===== src/hdl/peer_table_with_staleness_assert.svh =====
// Assertion helpers for the peer table. Each check runs on the rising clock
// edge and is switched off while reset is high.
`ifndef PEER_TABLE_WITH_STALENESS_ASSERT_SVH
`define PEER_TABLE_WITH_STALENESS_ASSERT_SVH

// The consequent must hold in the same cycle as the antecedent.
`define PTWS_ASSERT_SAME(label, ante, cons, msg) \
   label: assert property (@(posedge clock) disable iff (reset) (ante) |-> (cons)) \
      else $error(msg);

// The consequent must hold in the cycle after the antecedent.
`define PTWS_ASSERT_NEXT(label, ante, cons, msg) \
   label: assert property (@(posedge clock) disable iff (reset) (ante) |=> (cons)) \
      else $error(msg);

`endif


===== src/hdl/ptws_pkg.sv =====
`default_nettype none
package ptws_pkg;

   localparam int TABLE_DEPTH_DEF = 16;

   localparam int ADDR_W      = 48;
   localparam int TIME_W      = 32;
   localparam int MODE_W      = 2;
   localparam int STATUS_W    = 3;
   localparam int COUNT_W     = 5;
   localparam int CSR_INDEX_W = 1;
   localparam int CSR_DATA_W  = 48;

   localparam logic [MODE_W-1:0] MODE_QUERY  = 2'd0;
   localparam logic [MODE_W-1:0] MODE_ADD    = 2'd1;
   localparam logic [MODE_W-1:0] MODE_REMOVE = 2'd2;
   localparam logic [MODE_W-1:0] MODE_SEEN   = 2'd3;

   localparam logic [STATUS_W-1:0] STAT_DONE    = 3'd0;
   localparam logic [STATUS_W-1:0] STAT_PRESENT = 3'd1;
   localparam logic [STATUS_W-1:0] STAT_OWN     = 3'd2;
   localparam logic [STATUS_W-1:0] STAT_FULL    = 3'd3;
   localparam logic [STATUS_W-1:0] STAT_MISSING = 3'd4;

   localparam logic [CSR_INDEX_W-1:0] CSR_OWN_ADDRESS = 1'b0;
   localparam logic [CSR_INDEX_W-1:0] CSR_STALE_LIMIT = 1'b1;

   localparam logic [ADDR_W-1:0] OWN_ADDRESS_RESET = 48'd0;
   localparam logic [TIME_W-1:0] STALE_LIMIT_RESET = 32'd10000;

   typedef struct packed {
      logic [MODE_W-1:0] mode;
      logic [ADDR_W-1:0] peer_address;
      logic [TIME_W-1:0] now_ms;
   } req_type;

   typedef struct packed {
      logic [STATUS_W-1:0] status;
      logic                found;
      logic                in_range;
      logic [COUNT_W-1:0]  entry_count;
   } rsp_type;

   typedef struct packed {
      logic [ADDR_W-1:0] address;
      logic [TIME_W-1:0] last_seen;
   } entry_type;

   typedef enum logic [2:0] {
      S_IDLE,
      S_SEARCH,
      S_DECIDE,
      S_MOVE,
      S_RESPOND
   } state_type;

   typedef struct packed {
      logic start;
      logic search;
      logic decide;
      logic read_last;
      logic write_add;
      logic write_move;
      logic write_seen;
      logic load_rsp;
   } cmd_type;

   typedef struct packed {
      logic [MODE_W-1:0] mode;
      logic              hit;
      logic              exhausted;
      logic              found;
      logic              own;
      logic              full;
      logic              rsp_free;
   } stat_type;

endpackage
`default_nettype wire


===== src/hdl/ptws_dpath.sv =====
`default_nettype none
module ptws_dpath #(
   parameter int TABLE_DEPTH = ptws_pkg::TABLE_DEPTH_DEF
) (
   input  wire logic                             clock,
   input  wire logic                             reset,
   input  wire ptws_pkg::req_type                req_payload,
   output ptws_pkg::rsp_type                     rsp_payload,
   output logic                                  rsp_valid,
   input  wire logic                             rsp_ready,
   input  wire logic                             csr_wr_en,
   input  wire logic [ptws_pkg::CSR_INDEX_W-1:0] csr_index,
   input  wire logic [ptws_pkg::CSR_DATA_W-1:0]  csr_wdata,
   input  wire ptws_pkg::cmd_type                cmd,
   output ptws_pkg::stat_type                    stat
);

   localparam int IDX_W = (TABLE_DEPTH > 1) ? $clog2(TABLE_DEPTH) : 1;
   localparam int CNT_W = $clog2(TABLE_DEPTH + 1);
   localparam logic [CNT_W-1:0] DEPTH_CNT = CNT_W'(TABLE_DEPTH);

   ptws_pkg::entry_type mem [TABLE_DEPTH];

   ptws_pkg::req_type   req_ff;
   ptws_pkg::rsp_type   rsp_ff;
   ptws_pkg::entry_type rd_data_ff;
   ptws_pkg::entry_type wr_data;
   logic                rsp_valid_ff;
   logic                rsp_valid_in;
   logic [CNT_W-1:0]    idx_ff;
   logic [CNT_W-1:0]    idx_in;
   logic [CNT_W-1:0]    count_ff;
   logic [CNT_W-1:0]    count_in;
   logic [CNT_W-1:0]    last_idx;
   logic [IDX_W-1:0]    rd_idx_ff;
   logic [IDX_W-1:0]    slot_ff;
   logic [IDX_W-1:0]    rd_addr;
   logic [IDX_W-1:0]    wr_addr;
   logic                wr_en;
   logic                rd_vld_ff;
   logic                issue;
   logic                match;
   logic                found_ff;
   logic [ptws_pkg::TIME_W-1:0] ts_ff;
   logic [ptws_pkg::TIME_W-1:0] age;
   logic [ptws_pkg::ADDR_W-1:0] own_ff;
   logic [ptws_pkg::TIME_W-1:0] limit_ff;
   logic [ptws_pkg::STATUS_W-1:0] status_ff;
   logic [ptws_pkg::STATUS_W-1:0] status_in;
   logic                in_range_ff;
   logic                in_range_in;
   logic                own;
   logic                full;

   // Configuration registers.
   always_ff @(posedge clock) begin
      if (reset) begin
         own_ff   <= ptws_pkg::OWN_ADDRESS_RESET;
         limit_ff <= ptws_pkg::STALE_LIMIT_RESET;
      end else if (csr_wr_en) begin
         case (csr_index)
            ptws_pkg::CSR_OWN_ADDRESS: own_ff   <= csr_wdata;
            ptws_pkg::CSR_STALE_LIMIT: limit_ff <= csr_wdata[ptws_pkg::TIME_W-1:0];
            default: ;
         endcase
      end
   end

   always_ff @(posedge clock) begin
      if (cmd.start) begin
         req_ff <= req_payload;
      end
   end

   // Search walks slots below the live count, one read issued per cycle.
   // Read data is registered, so each compare comes in the cycle after its address.
   assign issue    = cmd.search && (idx_ff < count_ff);
   assign match    = rd_vld_ff && (rd_data_ff.address == req_ff.peer_address);
   assign last_idx = count_ff - CNT_W'(1);
   assign rd_addr  = cmd.read_last ? last_idx[IDX_W-1:0] : idx_ff[IDX_W-1:0];

   always_comb begin
      idx_in = idx_ff;
      if (cmd.start) begin
         idx_in = '0;
      end else if (issue) begin
         idx_in = idx_ff + CNT_W'(1);
      end
   end

   always_ff @(posedge clock) begin
      if (reset) begin
         idx_ff    <= '0;
         rd_vld_ff <= 1'b0;
      end else begin
         idx_ff    <= idx_in;
         rd_vld_ff <= issue;
      end
   end

   always_ff @(posedge clock) begin
      if (issue) begin
         rd_idx_ff <= idx_ff[IDX_W-1:0];
      end
   end

   always_ff @(posedge clock) begin
      if (reset) begin
         found_ff <= 1'b0;
      end else if (cmd.start) begin
         found_ff <= 1'b0;
      end else if (cmd.search && match) begin
         found_ff <= 1'b1;
      end
   end

   always_ff @(posedge clock) begin
      if (cmd.search && match) begin
         slot_ff <= rd_idx_ff;
         ts_ff   <= rd_data_ff.last_seen;
      end
   end

   // Table memory: one write port, one registered read port.
   always_comb begin
      wr_en   = cmd.write_add || cmd.write_move || cmd.write_seen;
      wr_addr = cmd.write_add ? count_ff[IDX_W-1:0] : slot_ff;
      if (cmd.write_move) begin
         wr_data = rd_data_ff;
      end else begin
         wr_data.address   = req_ff.peer_address;
         wr_data.last_seen = req_ff.now_ms;
      end
   end

   always_ff @(posedge clock) begin
      if (wr_en) begin
         mem[wr_addr] <= wr_data;
      end
   end

   always_ff @(posedge clock) begin
      rd_data_ff <= mem[rd_addr];
   end

   always_comb begin
      count_in = count_ff;
      if (cmd.write_add) begin
         count_in = count_ff + CNT_W'(1);
      end else if (cmd.write_move) begin
         count_in = last_idx;
      end
   end

   always_ff @(posedge clock) begin
      if (reset) begin
         count_ff <= '0;
      end else begin
         count_ff <= count_in;
      end
   end

   assign own  = (req_ff.peer_address == own_ff);
   assign full = (count_ff >= DEPTH_CNT);
   assign age  = req_ff.now_ms - ts_ff;

   always_comb begin
      status_in   = ptws_pkg::STAT_DONE;
      in_range_in = 1'b0;
      case (req_ff.mode)
         ptws_pkg::MODE_QUERY: begin
            if (found_ff) begin
               in_range_in = (age < limit_ff);
            end else begin
               status_in = ptws_pkg::STAT_MISSING;
            end
         end
         ptws_pkg::MODE_ADD: begin
            if (found_ff) begin
               status_in = ptws_pkg::STAT_PRESENT;
            end else if (own) begin
               status_in = ptws_pkg::STAT_OWN;
            end else if (full) begin
               status_in = ptws_pkg::STAT_FULL;
            end
         end
         ptws_pkg::MODE_REMOVE: begin
            if (!found_ff) begin
               status_in = ptws_pkg::STAT_MISSING;
            end
         end
         default: begin
            if (own) begin
               status_in = ptws_pkg::STAT_OWN;
            end else if (!found_ff) begin
               status_in = ptws_pkg::STAT_MISSING;
            end
         end
      endcase
   end

   always_ff @(posedge clock) begin
      if (cmd.decide) begin
         status_ff   <= status_in;
         in_range_ff <= in_range_in;
      end
   end

   // Output register; the count is sampled after any table update.
   always_ff @(posedge clock) begin
      if (cmd.load_rsp) begin
         rsp_ff.status      <= status_ff;
         rsp_ff.found       <= found_ff;
         rsp_ff.in_range    <= in_range_ff;
         rsp_ff.entry_count <= ptws_pkg::COUNT_W'(count_ff);
      end
   end

   always_comb begin
      rsp_valid_in = rsp_valid_ff;
      if (cmd.load_rsp) begin
         rsp_valid_in = 1'b1;
      end else if (rsp_ready) begin
         rsp_valid_in = 1'b0;
      end
   end

   always_ff @(posedge clock) begin
      if (reset) begin
         rsp_valid_ff <= 1'b0;
      end else begin
         rsp_valid_ff <= rsp_valid_in;
      end
   end

   assign rsp_payload = rsp_ff;
   assign rsp_valid   = rsp_valid_ff;

   always_comb begin
      stat.mode      = req_ff.mode;
      stat.hit       = match;
      stat.exhausted = !rd_vld_ff && (idx_ff >= count_ff);
      stat.found     = found_ff;
      stat.own       = own;
      stat.full      = full;
      stat.rsp_free  = !rsp_valid_ff || rsp_ready;
   end

endmodule
`default_nettype wire


===== src/hdl/ptws_ctrl.sv =====
`default_nettype none
module ptws_ctrl (
   input  wire logic               clock,
   input  wire logic               reset,
   input  wire logic               req_valid,
   output logic                    req_ready,
   input  wire ptws_pkg::stat_type stat,
   output ptws_pkg::cmd_type       cmd
);

   ptws_pkg::state_type state_ff;
   ptws_pkg::state_type state_in;

   always_ff @(posedge clock) begin
      if (reset) begin
         state_ff <= ptws_pkg::S_IDLE;
      end else begin
         state_ff <= state_in;
      end
   end

   always_comb begin
      state_in = state_ff;
      case (state_ff)
         ptws_pkg::S_IDLE: begin
            if (req_valid) begin
               state_in = ptws_pkg::S_SEARCH;
            end
         end
         ptws_pkg::S_SEARCH: begin
            if (stat.hit || stat.exhausted) begin
               state_in = ptws_pkg::S_DECIDE;
            end
         end
         ptws_pkg::S_DECIDE: begin
            if (stat.mode == ptws_pkg::MODE_REMOVE && stat.found) begin
               state_in = ptws_pkg::S_MOVE;
            end else begin
               state_in = ptws_pkg::S_RESPOND;
            end
         end
         ptws_pkg::S_MOVE: begin
            state_in = ptws_pkg::S_RESPOND;
         end
         ptws_pkg::S_RESPOND: begin
            if (stat.rsp_free) begin
               state_in = ptws_pkg::S_IDLE;
            end
         end
         default: begin
            state_in = ptws_pkg::S_IDLE;
         end
      endcase
   end

   always_comb begin
      cmd       = '0;
      req_ready = 1'b0;
      case (state_ff)
         ptws_pkg::S_IDLE: begin
            req_ready = 1'b1;
            cmd.start = req_valid;
         end
         ptws_pkg::S_SEARCH: begin
            cmd.search = 1'b1;
         end
         ptws_pkg::S_DECIDE: begin
            cmd.decide = 1'b1;
            case (stat.mode)
               ptws_pkg::MODE_ADD: begin
                  cmd.write_add = !stat.found && !stat.own && !stat.full;
               end
               ptws_pkg::MODE_REMOVE: begin
                  // Fetch the last entry so it can fill the freed slot.
                  cmd.read_last = stat.found;
               end
               ptws_pkg::MODE_SEEN: begin
                  cmd.write_seen = stat.found && !stat.own;
               end
               default: ;
            endcase
         end
         ptws_pkg::S_MOVE: begin
            cmd.write_move = 1'b1;
         end
         ptws_pkg::S_RESPOND: begin
            cmd.load_rsp = stat.rsp_free;
         end
         default: ;
      endcase
   end

endmodule
`default_nettype wire


===== src/hdl/peer_table_with_staleness.sv =====
`default_nettype none
// Peer table with staleness: holds up to TABLE_DEPTH 48-bit peer addresses
// with last-seen timestamps and answers query, add, remove and seen requests,
// one request at a time, each returning one response beat. An accepted
// request passes through a search, a decide step and, for a successful
// remove, a move step that copies the last entry into the freed slot, before
// the response register is loaded. The linear search visits the slots up to
// and including the match on a hit and every live slot on a miss; it reads
// one table slot per cycle through a registered read port, so each compare
// comes in the cycle after its address. A new request is taken in the cycle
// after the previous response has been loaded into the output register, and
// a response may wait there while the next request is accepted; loading the
// next response then waits until that beat has left. Configuration writes
// (own address, stale limit) must be made while no request is in flight. No
// clearing pass runs after reset: the table starts empty.
`include "peer_table_with_staleness_assert.svh"
module peer_table_with_staleness #(
   parameter int TABLE_DEPTH = ptws_pkg::TABLE_DEPTH_DEF
) (
   input  wire logic                             clock,
   input  wire logic                             reset,
   input  wire logic                             req_valid,
   output logic                                  req_ready,
   input  wire ptws_pkg::req_type                req_payload,
   output logic                                  rsp_valid,
   input  wire logic                             rsp_ready,
   output ptws_pkg::rsp_type                     rsp_payload,
   input  wire logic                             csr_wr_en,
   input  wire logic [ptws_pkg::CSR_INDEX_W-1:0] csr_index,
   input  wire logic [ptws_pkg::CSR_DATA_W-1:0]  csr_wdata
);

   ptws_pkg::cmd_type  cmd;
   ptws_pkg::stat_type stat;

   ptws_ctrl u_ctrl (
      .clock     (clock),
      .reset     (reset),
      .req_valid (req_valid),
      .req_ready (req_ready),
      .stat      (stat),
      .cmd       (cmd)
   );

   ptws_dpath #(
      .TABLE_DEPTH (TABLE_DEPTH)
   ) u_dpath (
      .clock       (clock),
      .reset       (reset),
      .req_payload (req_payload),
      .rsp_payload (rsp_payload),
      .rsp_valid   (rsp_valid),
      .rsp_ready   (rsp_ready),
      .csr_wr_en   (csr_wr_en),
      .csr_index   (csr_index),
      .csr_wdata   (csr_wdata),
      .cmd         (cmd),
      .stat        (stat)
   );

   `PTWS_ASSERT_SAME(a_add_not_full, cmd.write_add, !stat.full,
      "add written into a full table")
   `PTWS_ASSERT_NEXT(a_one_in_flight, req_valid && req_ready, !req_ready,
      "second request accepted while one is in flight")
   `PTWS_ASSERT_SAME(a_in_range_found, rsp_valid && rsp_payload.in_range,
      rsp_payload.found && rsp_payload.status == ptws_pkg::STAT_DONE,
      "in-range response without a found entry")
   `PTWS_ASSERT_SAME(a_write_one_hot, 1'b1,
      $onehot0({cmd.write_add, cmd.write_move, cmd.write_seen}),
      "more than one table write in a cycle")

endmodule
`default_nettype wire


===== config.mk =====
export PLATFORM = sky130hd
export DESIGN_NAME = peer_table_with_staleness
export DESIGN_NICKNAME = d
export VERILOG_FILES = /design/src/hdl/ptws_pkg.sv /design/src/hdl/ptws_dpath.sv /design/src/hdl/ptws_ctrl.sv /design/src/hdl/peer_table_with_staleness.sv
export VERILOG_INCLUDE_DIRS = /design/src /design/src/hdl
export SDC_FILE = /design/constraint.sdc
export NUM_CORES = 2
export LEC_CHECK = 0
export BUFFER_PORTS_ARGS = -buffer_cell sky130_fd_sc_hd__buf_2
export CAP_MARGIN = 10
export CORE_UTILIZATION = 65
export DETAILED_ROUTE_END_ITERATION = 12
export GPL_ROUTABILITY_DRIVEN = 0
export GPL_TIMING_DRIVEN = 1
export PLACE_DENSITY = 0.84
export SETUP_SLACK_MARGIN = 0.3
export SKIP_LAST_GASP = 1
export SYNTH_ARGS = -nofsm -noshare
export SYNTH_HDL_FRONTEND = slang
export SYNTH_SLANG_ARGS = --single-unit

===== constraint.sdc =====
create_clock -name clock -period 17.6 [get_ports clock]
set_input_delay 0.88 -clock clock [delete_from_list [all_inputs] [get_ports clock]]
set_output_delay 0.88 -clock clock [all_outputs]
set_load 0.005 [all_outputs]

## Yosys cells after proc, flatten, opt, wreduce, memory -nomap -nowiden

Memories as Yosys holds them, arrays and structs flattened. A register that Yosys moved wholly into a read port is not among the register bits.
Cells that the tools add are included.

- Output and inout bits: 12
- Logic and storage cells: 99
- Register bits after elaboration: 232
- Memories kept: 1
- Bits in writable memories: 1280

Memories:

| memory | words | width | read ports | clocked after Yosys merged registers in | write ports | line | RTL |
|---|---|---|---|---|---|---|---|
| u_dpath.mem | 16 | 80 | 1 | 1 | 1 | ptws_dpath.sv:22 | `ptws_pkg::entry_type mem [TABLE_DEPTH];` |

- Add/subtract/negate cells: 4
- Bitwise operators: 1
- Reductions and logical operators: 27
- $lt $le $gt $ge: 4
- Mux-type cells: 30
- Equal/unequal tests: 12

Operators by type and width:

| operator | count |
|---|---|
| $eq 48x48->1 | 2 |
| $mux 80 | 1 |
| $lt 32x32->1 | 1 |
| $sub 32x32->32 | 1 |
| $mux 3 | 9 |
| $pmux 3 s5 | 1 |
| $mux 1 | 13 |
| $add 5x1->5 const B | 2 |
| $mux 5 | 2 |
| $logic_and 1x1->1 | 8 |
| $mux 4 | 2 |
| $eq 3x2->1 const B | 2 |
| $pmux 3 s2 | 1 |
| $reduce_and 2->1 | 3 |
| $ge 5x5->1 | 1 |
| $ge 5x5->1 const B | 1 |
| $logic_not 1->1 | 5 |
| $lt 5x5->1 | 1 |
| $sub 5x1->5 const B | 1 |
| $eq 2x2->1 const B | 2 |
| $logic_or 1x1->1 | 4 |
| $ne 2x1->1 const B | 2 |
| $reduce_bool 2->1 | 2 |
| $reduce_or 2->1 | 2 |
| 9 further kinds | 9 |

## Longest topological paths before layout

- Word-level depth: 10
- Depth in mapped cells: 19
- Gate-level depth less buffers: 19

## Modules after synthesis

A second synthesis with hierarchy kept.

- Cells, all modules: 5050
- Area total of the unflattened synthesis: 64229.1 um^2

Modules (own cells, without submodules):

| module | sequential area each (um^2) | area each (um^2) | times used | cells each |
|---|---|---|---|---|
| ptws_dpath | 45984.1 | 63942.6 | 1 | 5018 |
| ptws_ctrl | 60.1 | 286.5 | 1 | 32 |

## Worst setup path before layout

No wires, ideal clock.

- Path kind: reg-to-reg
- From: register u_dpath.req_ff[76] (netlist bit)
- To: memory u_dpath.mem[8][0] (netlist bit), enable pin
- Period minus slack after synthesis: 8111 ps
- Path buffers: 1
- Setup time: 641 ps
- Slack: 9489 ps
- Data arrival time: 7470 ps
- Cell stages (with the launch flop): 9
- Cells stage by stage: edfxtp_1 xnor2_1 nand4_1 nor4_1 nand3_1 a41o_1 clkbuf_1 nand4b_1 o32ai_1

- Longest elaborated chain between the ends: 10
- Elaborated cells on any way between the ends: 14

Ends and longest elaborated chain:

| element | line | RTL |
|---|---|---|
| start, declared | ptws_dpath.sv:24 | `ptws_pkg::req_type req_ff;` |
| start signal, assigned | ptws_dpath.sv:71 | `req_ff <= req_payload;` |
| $eq 48x48->1 * | ptws_dpath.sv:163 | `assign own = (req_ff.peer_address == own_ff);` |
| $logic_not 1->1 * | ptws_ctrl.sv:71, ptws_ctrl.sv:78 |  |
| $logic_and 1x1->1 (2 in series) | ptws_ctrl.sv:71 | `cmd.write_add = !stat.found && !stat.own && !stat.full;` |
| $mux 1 | ptws_ctrl.sv:69 | `case (stat.mode)` |
| $mux 3 | ptws_ctrl.sv:59 | `case (state_ff)` |
| $logic_or 1x1->1 (2 in series) | ptws_dpath.sv:126 | `wr_en = cmd.write_add \|\| cmd.write_move \|\| cmd.write_seen;` |
| $mux 1 | ptws_dpath.sv:137 | `if (wr_en) begin` |
| $mux 1 (not written as such) | ptws_dpath.sv:138 | `mem[wr_addr] <= wr_data;` |
| end, declared | ptws_dpath.sv:22 |  |

Mark *: on every way between the ends. The rest lies on a longest branch, timed or not.

## Worst setup path after layout

- From: register u_ctrl.state_ff[1]
- To: register u_dpath.rd_data_ff[59] (netlist name)

- Longest elaborated chain between the ends: 3

Ends and longest elaborated chain:

| element | line | RTL |
|---|---|---|
| start, declared | ptws_ctrl.sv:11 | `ptws_pkg::state_type state_ff;` |
| start signal, assigned | ptws_ctrl.sv:16 | `state_ff <= ptws_pkg::S_IDLE;` |
| start signal, assigned | ptws_ctrl.sv:18 | `state_ff <= state_in;` |
| $eq 3x2->1 | ptws_ctrl.sv:59 |  |
| $mux 3 | ptws_ctrl.sv:59 |  |
| $mux 4 | ptws_dpath.sv:80 | `assign rd_addr = cmd.read_last ? last_idx[IDX_W-1:0] : idx_ff[IDX_W-1:0];` |

No other way between the ends.
A chain may end at the register's enable or synchronous reset.

==> qor.yml <==
reg2regPathDepth: 10
critPathLaunch: "u_ctrl.state_ff[1]$_SDFFE_PP0P_"
grt_pass1_wl_um: 228000
dpl.cell_count: 5337
syn_area_per_cell_um2: 16.8
ant_nets: 0
fmax_mhz: 182
mostFrequentLayoutCell: "edfxtp_1"
drt_wl_total_um: 157000
netlist_instances: 3955
critPathKind: "reg -> reg"
drt_first_pass_iters: 6
cts_hold_buf: 0
ys_async_sr_fraction_pct: 0
synth_top_area_share_pct: 64.1
instances_no_fill: 5629
grt_use_total_pct: 30.5
clockBufferDepth: 3
drt_iter0_markers: 4892
die_w_um: 322
fin_crit_ps: 5500
wl_per_cell_um: 28.0
status: "complete, no violations"
dieArea_mm2: 0.103
htree_levels: 4
ys_seq_elements: 1592
vias: 35800
dp_hpwl_um: 87000
rows: 116
clk_pin_slew_ps: 70
rsz0062_at_grt: "no"
startpoint_type: "flip-flop"
rrSetupSlack_ps: 12100
portBuffers: 147
report.final.slew_viol_count: 0
reg2reg_to: "u_dpath.rd_data_ff[59]$_DFF_P_"
required_ps: 18200
ir_worst_vdd_uv: 105
synth_seq_area_share_pct: 69.4
drcViolationCount: 0
crit_path_end_kind: "flip-flop"
insertion_delay_ps: 770
cts.sinks: 1592
holdCritPathClass: "in -> reg"
min_period_over_period_pct: 31.2
endpoint: "u_dpath.rd_data_ff[59]$_DFF_P_"
synth.net_count: 4162
power.density_mw_per_mm2: 109
post-cts-setup-buffers: 0
final-setup-viol-count: 0
nets: 4342
slew_headroom_pct: 16.4
grt_pass1_vias: 34900
ys_dominant_reg_cell: "edfxtp_1"
layout_common_cells: "edfxtp_1 (1416), mux2i_1 (1204), nand2_1 (196), dfxtp_1 (176), clkbuf_16 (157)"
die_h_um: 322
drive_gt1_share_pct: 12.5
r2r-start: "u_ctrl.state_ff[1]$_SDFFE_PP0P_"
worst_pin_slew_ps: 1250
ys_types: 68
cts_buffers: 153
ys_top_cells_by_area: "edfxtp_1 (64%), mux2i_1 (18%), dfxtp_1 (5.3%)"
via_per_inst: 6.37
ctsResizeCount: 0
yosysWarnings: 0
synth_largest_area_cell: "edfxtp_1"
core_mm2: 0.101
pin_count: 148
grt_overflow: 0
netlist_area_mm2: 0.0664
cts_tree: "built"
syn_to_final_growth_pct: 9.61
grt_max_degree: 144
antenna_found_initial: 17
path_max_fanout: 143
finalHoldViolCount: 0
p_leak_nw: 26.8
synth_edf_count: 1416
clock_skew_ps: 35.6
worstPathArrival_ps: 6100
drv_cap: 0
tns_ps: 0
initial_utilization_pct: 66.0
cts_root_buf: "clkbuf_16"
holdWs_ps: 283
[sequential cells by signal (all words and copies together), names as in the netlist, 2 cells and up]
| register | count |
|---|---|
| u_dpath.mem | 1280 |
| u_dpath.rd_data_ff | 80 |
| u_dpath.req_ff | 80 |
| u_dpath.own_ff | 48 |
| u_dpath.limit_ff | 32 |
| u_dpath.ts_ff | 32 |
| u_dpath.rsp_payload | 10 |
| u_dpath.count_ff | 5 |
| u_dpath.idx_ff | 5 |
| u_dpath.rd_idx_ff | 4 |
| u_dpath.slot_ff | 4 |
| u_ctrl.state_ff | 3 |
| u_dpath.status_ff | 3 |
| u_dpath.stat | 2 |
[where the power goes]
group | switching, W | internal (W) | total (W)
sequential | 0.0000471 | 0.00422 | 0.00427
combinational | 0.000283 | 0.000136 | 0.000420
clock | 0.00137 | 0.00188 | 0.00325
total | 0.00170 | 0.00624 | 0.00794
[final cells by class]
class / instances / area (um2)
multi-input combinational: 2098 / 18400
inverter: 86 / 323
clock buffer: 218 / 4290
fill: 5977 / 27800
antenna: 11 / 27.5
clock inverter: 63 / 666
timing repair buffer: 204 / 1240
tap: 1357 / 1700
sequential: 1592 / 46000
[critical path: stages (launching register included)]
cell,delay (ps)
dfxtp_1,470
nor2b_2,560
a21oi_1,200
a31oi_4,590
buf_4,910
buf_12,690
buf_12,790
mux2i_1,310
mux2i_1,110
mux2i_1,250
mux2i_1,130
[cell usage after synthesis, drive strengths merged (2+ instances only)]
master / number
edfxtp: 1416
mux2i: 1205
nand2: 197
dfxtp: 176
buf: 133
a21oi: 118
xnor2: 92
inv: 86
mux2: 80
ha: 70
nor2: 50
clkbuf: 46
xor2: 36
nand4: 33
o21ai: 32
a21o: 20
nand3: 20
nor3: 12
a211oi: 11
and3: 11
nor2b: 8
nor4: 8
or3: 8
nand2b: 7
nand3b: 7
o31ai: 7
a31oi: 6
o21a: 6
o22ai: 6
a2111oi: 4
a31o: 4
and2: 4
o211ai: 4
o21bai: 4
a311oi: 3
a41o: 2
a41oi: 2
nor3b: 2
o2111ai: 2
o311ai: 2
[worst min-delay path by stage]
stage,startpoint,endpoint,slack [ps],depth (start not counted)
floorplan,u_dpath.in_range_ff$_SDFFCE_PN0N_,u_dpath.rsp_payload[5]$_DFFE_PP_,400,0
global placement,u_dpath.rd_idx_ff[3]$_DFFE_PP_,u_dpath.slot_ff[3]$_DFFE_PP_,400,0
detailed placement,u_dpath.in_range_ff$_SDFFCE_PN0N_,u_dpath.rsp_payload[5]$_DFFE_PP_,400,0
CTS,req_payload[41],u_dpath.req_ff[41]$_DFFE_PP_,250,1
global route,req_payload[41],u_dpath.req_ff[41]$_DFFE_PP_,270,1
finish,req_payload[41],u_dpath.req_ff[41]$_DFFE_PP_,280,1
[stage by stage]
stage               worst slack (ps)  area (um2)  total power [W]  utilization, %
finish                         12100       72700          0.00794            72.3
global route                   11900       72700          0.00814            72.3
global placement               12470       67800          0.00474            67.4
floorplan                       9490       66400          0.00460               -
detailed placement             12290       67800          0.00475            67.4
CTS                            12210       72700          0.00795            72.3
[cells by family (layout without fill, tap and decap cells)]
logic type / after synthesis / count (layout) / share of synthesized area [%]
other cells: 0 / 11 / 0
buf+inv: 265 / 571 / 3.24
flops: 1592 / 1592 / 69.4
simple gates: 372 / 372 / 2.56
compound gates: 242 / 242 / 2.24
xor+xnor: 128 / 128 / 1.69
mux: 1285 / 1285 / 19.5
fa+ha+maj: 71 / 71 / 1.35
[metal layers]
layer	track usage (%)	share of wire, %	vias to the layer above
met3	6.88	12	331
met4	9.66	2.8	16
met1	43.3	39	18000
met2	47.2	46	1986
met5	0	0.058	-
li1	-	-	15500
(Power assumes the default switching activity.)
